[src/rtl/core/rotated_two_plane_pixel_writer_core_assert.svh]
// assertion macros used by the pixel writer rtl
`ifndef ROTATED_TWO_PLANE_PIXEL_WRITER_CORE_ASSERT_SVH
`define ROTATED_TWO_PLANE_PIXEL_WRITER_CORE_ASSERT_SVH

// same-cycle implication, off during reset
`define RTPW_ASSERT_IMP(label, clk, rst, ante, cons) \
  label: assert property (@(posedge clk) disable iff (rst) (ante) |-> (cons)) \
    else $error("rtpw assertion failed");

// next-cycle implication, off during reset
`define RTPW_ASSERT_NXT(label, clk, rst, ante, cons) \
  label: assert property (@(posedge clk) disable iff (rst) (ante) |=> (cons)) \
    else $error("rtpw assertion failed");

`endif

[src/rtl/core/rtpw_ram.sv]
// generic single-write single-read ram with registered read data
`default_nettype none
module rtpw_ram #(
  parameter int WIDTH = 8,
  parameter int DEPTH = 256
) (
  input  wire logic                     clk,
  input  wire logic                     wr_en,
  input  wire logic [$clog2(DEPTH)-1:0] wr_addr,
  input  wire logic [WIDTH-1:0]         wr_data,
  input  wire logic                     rd_en,
  input  wire logic [$clog2(DEPTH)-1:0] rd_addr,
  output      logic [WIDTH-1:0]         rd_data
);

  logic [WIDTH-1:0] mem [DEPTH];

  always_ff @(posedge clk) begin
    if (wr_en) begin
      mem[wr_addr] <= wr_data;
    end
    if (rd_en) begin
      rd_data <= mem[rd_addr];
    end
  end

endmodule
`default_nettype wire

[config.mk]
export PLATFORM = sky130hd
export DESIGN_NAME = rtpw_ram
export DESIGN_NICKNAME = d
export VERILOG_FILES = /design/src/rtl/core/rotated_two_plane_pixel_writer_core_assert.svh /design/src/rtl/core/rtpw_ram.sv
export SDC_FILE = /design/constraint.sdc
export NUM_CORES = 2
export LEC_CHECK = 0
export ABC_AREA = 1
export BUFFER_PORTS_ARGS = -buffer_cell sky130_fd_sc_hd__buf_2
export CORE_AREA = 3 3 445 447
export DETAILED_ROUTE_END_ITERATION = 6
export DIE_AREA = 0 0 448 450
export HOLD_SLACK_MARGIN = 0.03
export PLACE_DENSITY = 0.58
export SLEW_MARGIN = 15
export SYNTH_ARGS = -nofsm -noshare
export SYNTH_HDL_FRONTEND = slang
export SYNTH_SLANG_ARGS = --single-unit
[constraint.sdc]
create_clock -name clk -period 2 [get_ports clk]
set_clock_uncertainty 0.05 [all_clocks]
set_input_delay 0.1 -clock clk [delete_from_list [all_inputs] [get_ports clk]]
set_output_delay 0.1 -clock clk [all_outputs]
set_load 0.02 [all_outputs]
* Word-level counts from Yosys, hierarchy flattened
Memory sizes are Yosys's and may differ from the RTL's. A register that Yosys moved wholly into a read port is not among the register bits.
Index checks and enable logic that the tools add are counted.
** Cells by class
- $add $sub $neg :: 0
- Multiply operators :: 0
- Divide/modulo/power cells :: 0
- Order comparisons :: 0
- Eq/ne operators :: 0
- Shifts and indexed selects :: 0
- Mux-type cells :: 2
- Bitwise gates (word level) :: 0
- Reductions and logical operators :: 0
** Operator list (count)
- $mux W1 :: 2
** Word-level totals
- Register bits after elaboration :: 0
- Latch bits :: 0
- RAM bits :: 2048
- ROM bits :: 0
- Bits of input ports :: 27
- Output and inout bits :: 8
- Memories kept :: 1
** Memories
- mem :: words 256, width 8, read ports 1, clocked after Yosys merged registers in 1, wr ports 1, line rtpw_ram.sv:16 : logic [WIDTH-1:0] mem [DEPTH];

* Logic depth before layout (Yosys ltp)
- Depth in word-level cells :: 2
- Gate-level depth with buffers :: 15
- Depth with buffers taken out :: 11

* Least setup slack after synthesis
OpenSTA, ideal clock, no wires.
- Kind :: input to register
- Start point :: input port wr_en
- End point :: memory mem[162][0] (enable)
- Data arrival time :: 1.221 ns
- Data required time :: 1.580 ns
- Slack :: 0.359 ns
- Stages :: 4
- Path through :: clkbuf_1 > nand3_1 > clkbuf_1 > nor2_1
** On the way
- Cells in the longest elaborated chain, start to end :: 2
** RTL lines
- start, declared :: line rtpw_ram.sv:8 : input wire logic wr_en,
- $mux W1 :: line rtpw_ram.sv:19 : if (wr_en) begin
- $mux W1 (implied by the code) :: line rtpw_ram.sv:20 : mem[wr_addr] <= wr_data;
- end, declared :: line rtpw_ram.sv:16
Every way passes these cells.

* Final worst setup path
- Start point :: input port wr_addr[2]
- End point :: memory mem[227][3] (enable)
** RTL lines
- start, declared :: line rtpw_ram.sv:9 : input wire logic [$clog2(DEPTH)-1:0] wr_addr,
Straight into the memory's write port.

==> results.toml <==
[outcome]
status = "finished, violations left"
violations = "negative setup slack"

[detailed_routing]
avgViaCountPerCell = 5.52
drtAntennaViolNets = 0
wire_per_inst_um = 23.9
drc_errors = 0
drt_pre_antenna_iters = 6
routed-via-count = 56600
initialDrtViolationCount = 6424
drt-total-wl_um = 245000

[power_and_ir_drop]
powerDensity_nw_per_um2 = 932
max-vdd-ir-drop_mv = 0.830
power_leakage_nw = 35.6

[grt]
overflow = 0
antenna_found_initial = 5
grt_max_degree = 77
grt_usage_pct = 24.0
grt_pass1_vias = 55100
grt_pass1_wl_um = 363000

[die]
start_util_pct = 42.9
ios = 35
rows = 162
fp.dieArea_sq_um = 202000
die_y_um = 450
die_w_um = 448
coreArea_sq_um = 195000

[critical_path]
path_buf_inv = 6
cp_common_cell = "nor2_1"
cp.arrival_ns = 2.47
cp-end-kind = "flip-flop"
cp_slowest_cell = "dlygate4sd3_1"
slowest_delay_ns = 0.57
r2r_slack_ns = 0.06
reg2reg_depth = 10
crit_chain = "dlygate4sd3_1 > buf_2 > nor2_1 > dlygate4sd3_1 > inv_1 > nor2_1 > nand2_2 > buf_6 > nor2_1 > buf_4"
cp_max_fo = 8
required_ns = 2.47
worstSetupStartpointType = "input pin"
r2r-start = "mem[47][6]"
crit_family = "buffers and inverters"
reg2reg_to = "rd_data[6]"
crit_type = "input pin to flip-flop"

[logic_synthesis]
synth_ff_type = "edfxtp_1"
synth_cells = 7003
synth_simple_gate_area_share_pct = 22.9
synth_top_area_share_pct = 74.0
async_flop_share_pct = 0
yosysTopAreaCell = "edfxtp_1"
syn_nets = 7030
synth.most_common_cell = "nand2_1"
synth_top_family_by_area = "simple AND/OR/NAND/NOR gates"
synth_edf_count = 2056
synth_compound_area_share_pct = 0
synth_area_sq_um = 83500
synth-seq-cells = 2056
ys_top_cells_by_area = "edfxtp_1 74%, nand3_1 12%, nand2_1 9.5%"
synth_commonest_cells = "2,123 x nand2_1, 2,056 x edfxtp_1, 2,019 x nand3_1"
synth_warnings = 0
avgSynthCellArea_sq_um = 11.9
synth.mux.area_fraction_pct = 0
ys_seq_area_share_pct = 74.0
synth_cell_types = 13
synth_fa_ha_area_share_pct = 0
yosys.area_share.xor_xnor_pct = 0

[worst_hold_path]
hold_depth = 5
hp-start = "rd_addr[6]"
worstHoldPathType = "input pin to flip-flop"
worstHoldEndpoint = "rd_data[5]"

[layout]
multi_input_comb_area_sq_um = 19300
final_nets = 7543
drive_gt1_share_pct = 14.2
stdcell_count = 10200
areaGrowthSynthToFinish_pct = 18.7
fillers = 16800
register_area_sq_um = 61700

[job]
drv_cap = 0

[timing]
tightest_slew_ns = 1.18
slew_headroom_pct = 21.2
min_period_over_period_pct = 100
setup_tns_ns = -0.0210
setup_slack_ns = -0.00415
final-setup-viol-count = 7
max_freq_mhz = 499
rsz0062_at_grt = "true"
final_hold_viol_count = 0
min_period_ns = 2.00
slew_violations = 0

[place]
dpl.hpwl_um = 155000
numPortBuffers = 34
dp_cells = 9824
place_congestion = 0.881

[clock_network]
clock_sinks = 2056
clockRootBuffer = "clkbuf_16"
cts_tree = "yes"
cts.path.max_buffers = 3
clk-insertion-delay-late_ns = 0.87
clkTransAtPathRegs_ns = 0.06
cts_buffers = 210
htreeDepth = 4
[repair_timing]
action                                 in CTS  in global routing
buffers inserted                            0                  1
pin swaps                                   0                  1
cloned                                      0                  1
hold buffers                               21                  0
resized for setup                           7                 40
setup endpoints to repair                   5                305
endpoints found under the hold margin    2118                  0
[cell usage in the layout (no fill, tap or decap), drive strengths merged]
cell	netlist	final
buf	371	763
bufinv	0	16
clkbuf	112	261
clkinv	0	110
clkinvlp	0	4
diode	0	2
dlygate4sd3	0	20
edfxtp	2056	2056
inv	39	44
nand2	2123	2123
nand3	2019	2019
nor2	283	283
[registers in the layout (all words and copies together) (netlist names)]
name	flops
rd_data	8
mem	2048
[worst max path at each step]
stage	start	cells past startpoint	slack, ns	to
4_1_cts	mem[135][2]	10	0.008	rd_data[2]
6_report	wr_addr[2]	10	-0.004	mem[227][3]
3_5_place_dp	rd_addr[0]	14	-0.63	rd_data[5]
2_1_floorplan	wr_en	4	0.36	mem[162][0]
3_3_place_gp	rd_addr[0]	14	-0.65	rd_data[5]
5_1_grt	wr_addr[2]	10	-0.006	mem[50][7]
[cell families after synthesis]
group,after synthesis
and+or+nand+nor,4425
DFF,2056
buffers and inverters,522
[worst reg2reg max path, delay by kind of cell, from the launching register on]
kind,cells,cell delay (ns)
flip-flops,1,0.36
AND/OR/NAND/NOR,10,1.28
[cell type report]
type | instances | share of cell area (%)
diodes | 2 | 0.00505
clock buffers | 260 | 5.51
clock inverters | 135 | 1.30
inverters | 39 | 0.182
multi-input cells | 4425 | 19.5
flip-flops and latches | 2056 | 62.3
well taps | 2542 | 3.21
repair buffers | 784 | 7.98
[through the flow]
step                      instance area, sq um  utilization, %  power [mW]  hold WS [ns]  worst slack (ns)
final                                    99100            50.9        92.3        0.0887          -0.00415
after global routing                     99100            50.9        95.2        0.0661          -0.00639
after CTS                                98900            50.8        92.9        0.0309           0.00764
after detailed placement                 91900            47.2        54.8         0.431            -0.628
after global placement                   91900            47.2        54.7         0.431            -0.646
after floorplan                          83500               -        51.4         0.149             0.359
[power breakdown]
group	switching (mW)	internal, mW
sequential	0.0645	47.5
clock	16.8	21.6
combinational	4.40	1.99
[per-layer routing]
layer | global-route usage [%] | vias up | share of wire (%)
li1 | - | 25900 | -
met1 | 33.4 | 27900 | 41
met2 | 38.6 | 2385 | 47
met3 | 3.81 | 422 | 7.7
met4 | 8.41 | 2 | 3.6
met5 | 0 | - | 0.0045
Power figures use the tool's default switching activity.
