--- config.mk ---
export PLATFORM = sky130hd
export DESIGN_NAME = rtpw_xform
export DESIGN_NICKNAME = d
export VERILOG_FILES = /design/src/rtl/core/rotated_two_plane_pixel_writer_core_assert.svh /design/src/rtl/core/rtpw_pkg.sv /design/src/rtl/core/rtpw_xform.sv
export SDC_FILE = /design/constraint.sdc
export NUM_CORES = 1
export LEC_CHECK = 0
export BUFFER_PORTS_ARGS = -buffer_cell sky130_fd_sc_hd__buf_2
export CAP_MARGIN = 25
export CORE_MARGIN = 2
export CORE_UTILIZATION = 45
export DETAILED_ROUTE_END_ITERATION = 10
export PLACE_DENSITY = 0.72
export SLEW_MARGIN = 5
export SYNTH_ARGS = -nofsm -noshare
export SYNTH_HDL_FRONTEND = slang
export SYNTH_SLANG_ARGS = --single-unit
--- constraint.sdc ---
create_clock -name vclk -period 6.3
set_input_delay 1.26 -clock vclk [all_inputs]
set_output_delay 1.26 -clock vclk [all_outputs]
set_load 0.02 [all_outputs]
--- src/rtl/core/rotated_two_plane_pixel_writer_core_assert.svh ---
// assertion macros used by the pixel writer rtl
`ifndef ROTATED_TWO_PLANE_PIXEL_WRITER_CORE_ASSERT_SVH
`define ROTATED_TWO_PLANE_PIXEL_WRITER_CORE_ASSERT_SVH

// same-cycle implication, off during reset
`define RTPW_ASSERT_IMP(label, clk, rst, ante, cons) \
  label: assert property (@(posedge clk) disable iff (rst) (ante) |-> (cons)) \
    else $error("rtpw assertion failed");

// next-cycle implication, off during reset
`define RTPW_ASSERT_NXT(label, clk, rst, ante, cons) \
  label: assert property (@(posedge clk) disable iff (rst) (ante) |=> (cons)) \
    else $error("rtpw assertion failed");

`endif

--- src/rtl/core/rtpw_pkg.sv ---
// shared types and constants of the two-plane pixel writer
`default_nettype none
package rtpw_pkg;

  localparam int PANEL_WIDTH  = 880;
  localparam int PANEL_HEIGHT = 528;
  localparam int ROW_BYTES    = (PANEL_WIDTH + 7) / 8;
  localparam int PLANE_BYTES  = ROW_BYTES * PANEL_HEIGHT;

  localparam int ADDR_W  = $clog2(PLANE_BYTES);
  localparam int XY_W    = 10;
  localparam int PX_W    = $clog2(PANEL_WIDTH);
  localparam int PY_W    = $clog2(PANEL_HEIGHT);
  localparam int COORD_W = $clog2(PANEL_WIDTH + 1024) + 1;
  localparam int WORD_W  = 16;
  localparam int PADDR_W = 4;
  localparam int PDATA_W = 32;

  localparam logic signed [COORD_W-1:0] PX_LAST = COORD_W'(PANEL_WIDTH - 1);
  localparam logic signed [COORD_W-1:0] PY_LAST = COORD_W'(PANEL_HEIGHT - 1);
  localparam logic signed [COORD_W-1:0] PX_LIM  = COORD_W'(PANEL_WIDTH);
  localparam logic signed [COORD_W-1:0] PY_LIM  = COORD_W'(PANEL_HEIGHT);

  localparam logic [ADDR_W-1:0] ADDR_LAST = ADDR_W'(PLANE_BYTES - 1);
  localparam logic [ADDR_W-1:0] ADDR_LIM  = ADDR_W'(PLANE_BYTES);

  localparam logic [7:0] BIT_MSB   = 8'h80;
  localparam logic [7:0] BYTE_ONES = 8'hFF;
  localparam logic [7:0] BYTE_ZERO = 8'h00;

  localparam logic [9:0] LWIDTH_RST  = 10'd880;
  localparam logic [9:0] LHEIGHT_RST = 10'd528;

  localparam int MIR_H = 0;
  localparam int MIR_V = 1;

  typedef enum logic [1:0] {
    MODE_DRAW = 2'd0,
    MODE_FILL = 2'd1,
    MODE_READ = 2'd2,
    MODE_NONE = 2'd3
  } mode_t;

  typedef enum logic [1:0] {
    COL_BLACK = 2'd0,
    COL_WHITE = 2'd1,
    COL_RED   = 2'd2,
    COL_CLEAR = 2'd3
  } colour_t;

  typedef enum logic [1:0] {
    ROT_0   = 2'd0,
    ROT_90  = 2'd1,
    ROT_180 = 2'd2,
    ROT_270 = 2'd3
  } rot_t;

  typedef enum logic [1:0] {
    REG_ROTATION  = 2'd0,
    REG_MIRRORING = 2'd1,
    REG_LWIDTH    = 2'd2,
    REG_LHEIGHT   = 2'd3
  } reg_idx_t;

  typedef enum logic [2:0] {
    ST_IDLE,
    ST_XFORM,
    ST_ADDR,
    ST_MODIFY,
    ST_RDOUT,
    ST_FILL,
    ST_DONE
  } state_t;

  typedef struct packed {
    logic            drop;
    logic [PX_W-1:0] px;
    logic [PY_W-1:0] py;
  } xform_t;

  typedef struct packed {
    logic [1:0] rotation;
    logic [1:0] mirroring;
    logic [9:0] logical_width;
    logic [9:0] logical_height;
  } cfg_t;

endpackage
`default_nettype wire

--- src/rtl/core/rtpw_xform.sv ---
// logical bound check, rotation, mirroring and panel bound check
`default_nettype none
module rtpw_xform (
  input  wire logic [rtpw_pkg::XY_W-1:0] x_coord,
  input  wire logic [rtpw_pkg::XY_W-1:0] y_coord,
  input  wire rtpw_pkg::cfg_t            cfg,
  output      rtpw_pkg::xform_t          xf
);

  logic signed [rtpw_pkg::COORD_W-1:0] cx, cy, rx, ry, mx, my;
  logic in_logical, in_panel;

  always_comb begin
    cx = rtpw_pkg::COORD_W'(x_coord);
    cy = rtpw_pkg::COORD_W'(y_coord);
    unique case (cfg.rotation)
      rtpw_pkg::ROT_0: begin
        rx = cx;
        ry = cy;
      end
      rtpw_pkg::ROT_90: begin
        rx = rtpw_pkg::PX_LAST - cy;
        ry = cx;
      end
      rtpw_pkg::ROT_180: begin
        rx = rtpw_pkg::PX_LAST - cx;
        ry = rtpw_pkg::PY_LAST - cy;
      end
      default: begin
        rx = cy;
        ry = rtpw_pkg::PY_LAST - cx;
      end
    endcase
    mx = cfg.mirroring[rtpw_pkg::MIR_H] ? rtpw_pkg::PX_LAST - rx : rx;
    my = cfg.mirroring[rtpw_pkg::MIR_V] ? rtpw_pkg::PY_LAST - ry : ry;
    in_logical = (x_coord < cfg.logical_width) && (y_coord < cfg.logical_height);
    in_panel = (mx >= 0) && (mx < rtpw_pkg::PX_LIM) && (my >= 0) && (my < rtpw_pkg::PY_LIM);
    xf.drop = !(in_logical && in_panel);
    xf.px = mx[rtpw_pkg::PX_W-1:0];
    xf.py = my[rtpw_pkg::PY_W-1:0];
  end

endmodule
`default_nettype wire

Yosys cells after proc, flatten, opt, wreduce, memory -nomap -nowiden
Cells that the tools add are included.

operators by class
  reduce and logical (&&, ||, !) cells = 7
  muxes and demuxes = 4
  $lt $le $gt $ge = 6
  equality and inequality tests = 2
  add/sub/neg operators = 6

operators by type and width
  operator                                                                number
  12-bit one-hot mux with 3 select lines                                  2
  10-bit by 10-bit subtractor with 11-bit output, first input constant    4
  12-bit by 1-bit >= comparator with 1-bit output, second input constant  2
  12-bit by 11-bit < comparator with 1-bit output, second input constant  2
  12-bit two-way mux                                                      2
  11-bit by 12-bit subtractor with 12-bit output, first input constant    2
  10-bit < comparator                                                     2
  1-bit logical AND                                                       5
  2-bit by 1-bit equality test with 1-bit output, second input constant   1
  2-bit equality test, second input constant                              1
  2-bit logical NOT                                                       1
  1-bit logical NOT                                                       1

word-level totals
  input port bits = 44
  output and inout port bits = 21
  bits in registers = 0
  logic and storage cells = 25

Depth between registers and ports, before layout
  word-level depth = 10
  gate-level depth with buffers = 14
  gate-level depth less buffers = 12

Least setup slack after synthesis
OpenSTA, ideal clock, no wires.

  path type = input to output
  start point = in cfg[22] (netlist bit)
  end point = out xf[20] (netlist bit)
  path slack = 0.791 ns
  cell stages on the path = 13
  arrival time = 4.249 ns
  cells stage by stage = buf_4 -> nand2b_1 -> buf_1 -> mux2i_1 -> ha_1 -> or4bb_1 -> and2_1 -> xnor2_1 -> a222oi_1 -> nor3_1 -> a41o_1 -> nor4_2 -> nand4_1

RTL lines
  element          line             source
  start, declared  rtpw_xform.sv:6  input wire rtpw_pkg::cfg_t cfg,
  end, declared    rtpw_xform.sv:7  output rtpw_pkg::xform_t xf

==> out/metrics.cfg <==
[setup_path]
crit_fanout=9
path_cells=buf_2 -> nor2b_4 -> mux2_4 -> inv_1 -> ha_1 -> or4bb_1 -> and2_1 -> xnor2_1 -> a222oi_1 -> buf_4 -> nor3_1 -> a41o_1 -> nor4_2 -> nand4_1 -> buf_2
endpoint=xf[20]
crit_slowest_cell=or4bb_1
cp_num_buf_inv=4
worstPathRequired_ps=5040
critPathLaunchType=input port
end_kind=output pin
cp.depth=15
critPathMaxStageDelay_ps=500
cp.arrival_ps=4290
path_delay_family=simple AND/OR/NAND/NOR gates
critical_path_class=in2out
worst_path_most_repeated_cell=buf_2
startpoint=cfg[22]

[layout]
register_area_um2=0
seq_cells=0
syn_to_final_growth_pct=19.1
final_layout_size_suffix_gt1_share_pct=24.7
layout_commonest_cell=buf_2
layout_common_cells=buf_2, inv_1, ha_1, nand2_1
n_antenna_cell=0
final_cells=360
clockBufferCount=0
final_nets=380
design_area_um2=2110

[sta]
rsz0062_at_grt=no
finalSetupViolations=0
hold_violations=0
drv_slew=0
fin_crit_ps=5550
tns_ps=0
max_freq_ghz=0.180
fin_crit_sh_pct=88.1
setup_ws_ps=752
relSlewSlack_pct=55.9
holdWs_ps=2950
tightest_slew_ps=656

[global_route]
grt_use_total_pct=22.8
grt_max_degree=28
grt_pass1_wl_um=8170
grt_pass1_vias=1755
antenna_found_initial=0
grt_remaining_overflow=0

[route]
routed.top_layer=met4
route.met3.wl_um=436
drc=0
wl_met2_um=2130
routed_wl_um=4820
drt_iter0_markers=109
routed_via_density=5.56
ant_nets=0
dr.pass1.iters=6
vias=2003
m1WireLength_um=2230
wl_per_cell_um=13.4

[hold_path]
min_from=x_coord[0]
hp-class=in2out

[pwr]
peakVddDrop_mv=0.0495
p_leak_nw=1.07
pwr_density_cell_nw_per_um2=103

[floorplanning]
rows=22
ioPinCount=65
die_area_um2=4450
fp.dieH_um=66.7
core-area_um2=3720
fp.dieW_um=66.7
start_util_pct=47.6

[place]
pre_cts_ws_ps=805
dpl.hpwl_um=3920
gp_congestion=0.886
placed_cells=360
port_buffers=65
post_dp_cell_area_um2=2110

[logic_synthesis]
synthTopCellsByArea=ha_1, xnor2_1, mux2i_1
synth_area_um2=1770
synth_nets=324
ys_seq_area_share_pct=0
synth_area_leader_cell=ha_1
syn_inst=258
yosysWarnings=0
syn_avg_cell_area_um2=6.86
ys_types=56
synth_top_area_share_pct=15.5

[cts]
postCtsHoldBufs=0
post_cts_resized=0
postCtsSetupBuffers=0

[run_status]
outcome=finished clean

[flow_run]
cap_violations=0

[synth_stat cells (all sizes together), types with 5 or more instances]
cell,instances
xnor2,18
ha,22
a21o,6
nor3,9
inv,27
nor2b,6
xor2,7
nor2,13
mux2i,13
nand2b,7
mux2,5
buf,7
a21oi,14
o21ai,18
clkbuf,8
nand2,20
[kinds of logic (layout without fill, tap and decap cells)]
logic type	after synthesis	after routing	synth area share, %
AOI/OAI and AO/OA	68	68	25.4
muxes	18	18	10.7
and+or+nand+nor	83	83	25.8
xor gates and xnor gates	25	25	12.4
adders and majority gates	22	22	15.5
buffers and inverters	42	96	10.1
[where the power goes]
group          internal, mW  switching, mW  total, mW
clock                     0              0          0
sequential                0              0          0
combinational        0.0882          0.130      0.218
total                0.0882          0.130      0.218
[how the worst min path moves through the flow]
stage,cells past startpoint,endpoint,slack [ps]
2_1_floorplan,1,xf[4],2730
3_3_place_gp,3,xf[15],2930
3_5_place_dp,3,xf[15],2950
4_1_cts,3,xf[15],2950
5_1_grt,3,xf[15],2980
6_report,4,xf[10],2950
[cell type report]
class                      instances  area (µm²)
timing repair buffer              69         355
tap                               48        60.1
fill                             364        1610
inverter                          27         101
multi-input combinational        216        1590
[through the flow]
step                      util (%)  total power, mW
after floorplan                  -            0.152
after global placement        56.7            0.215
after detailed placement      56.7            0.217
after CTS                     56.7            0.218
after global routing          56.7            0.241
final                         56.7            0.218
[routing by layer]
| layer | up-vias | global-route usage [%] |
|---|---|---|
| li1 | 1041 | - |
| met1 | 874 | 32.9 |
| met2 | 86 | 39.6 |
| met3 | 2 | 0 |
| met4 | 0 | 1.53 |
| met5 | - | 0 |
No activity file was read; power rests on OpenSTA's default activity.
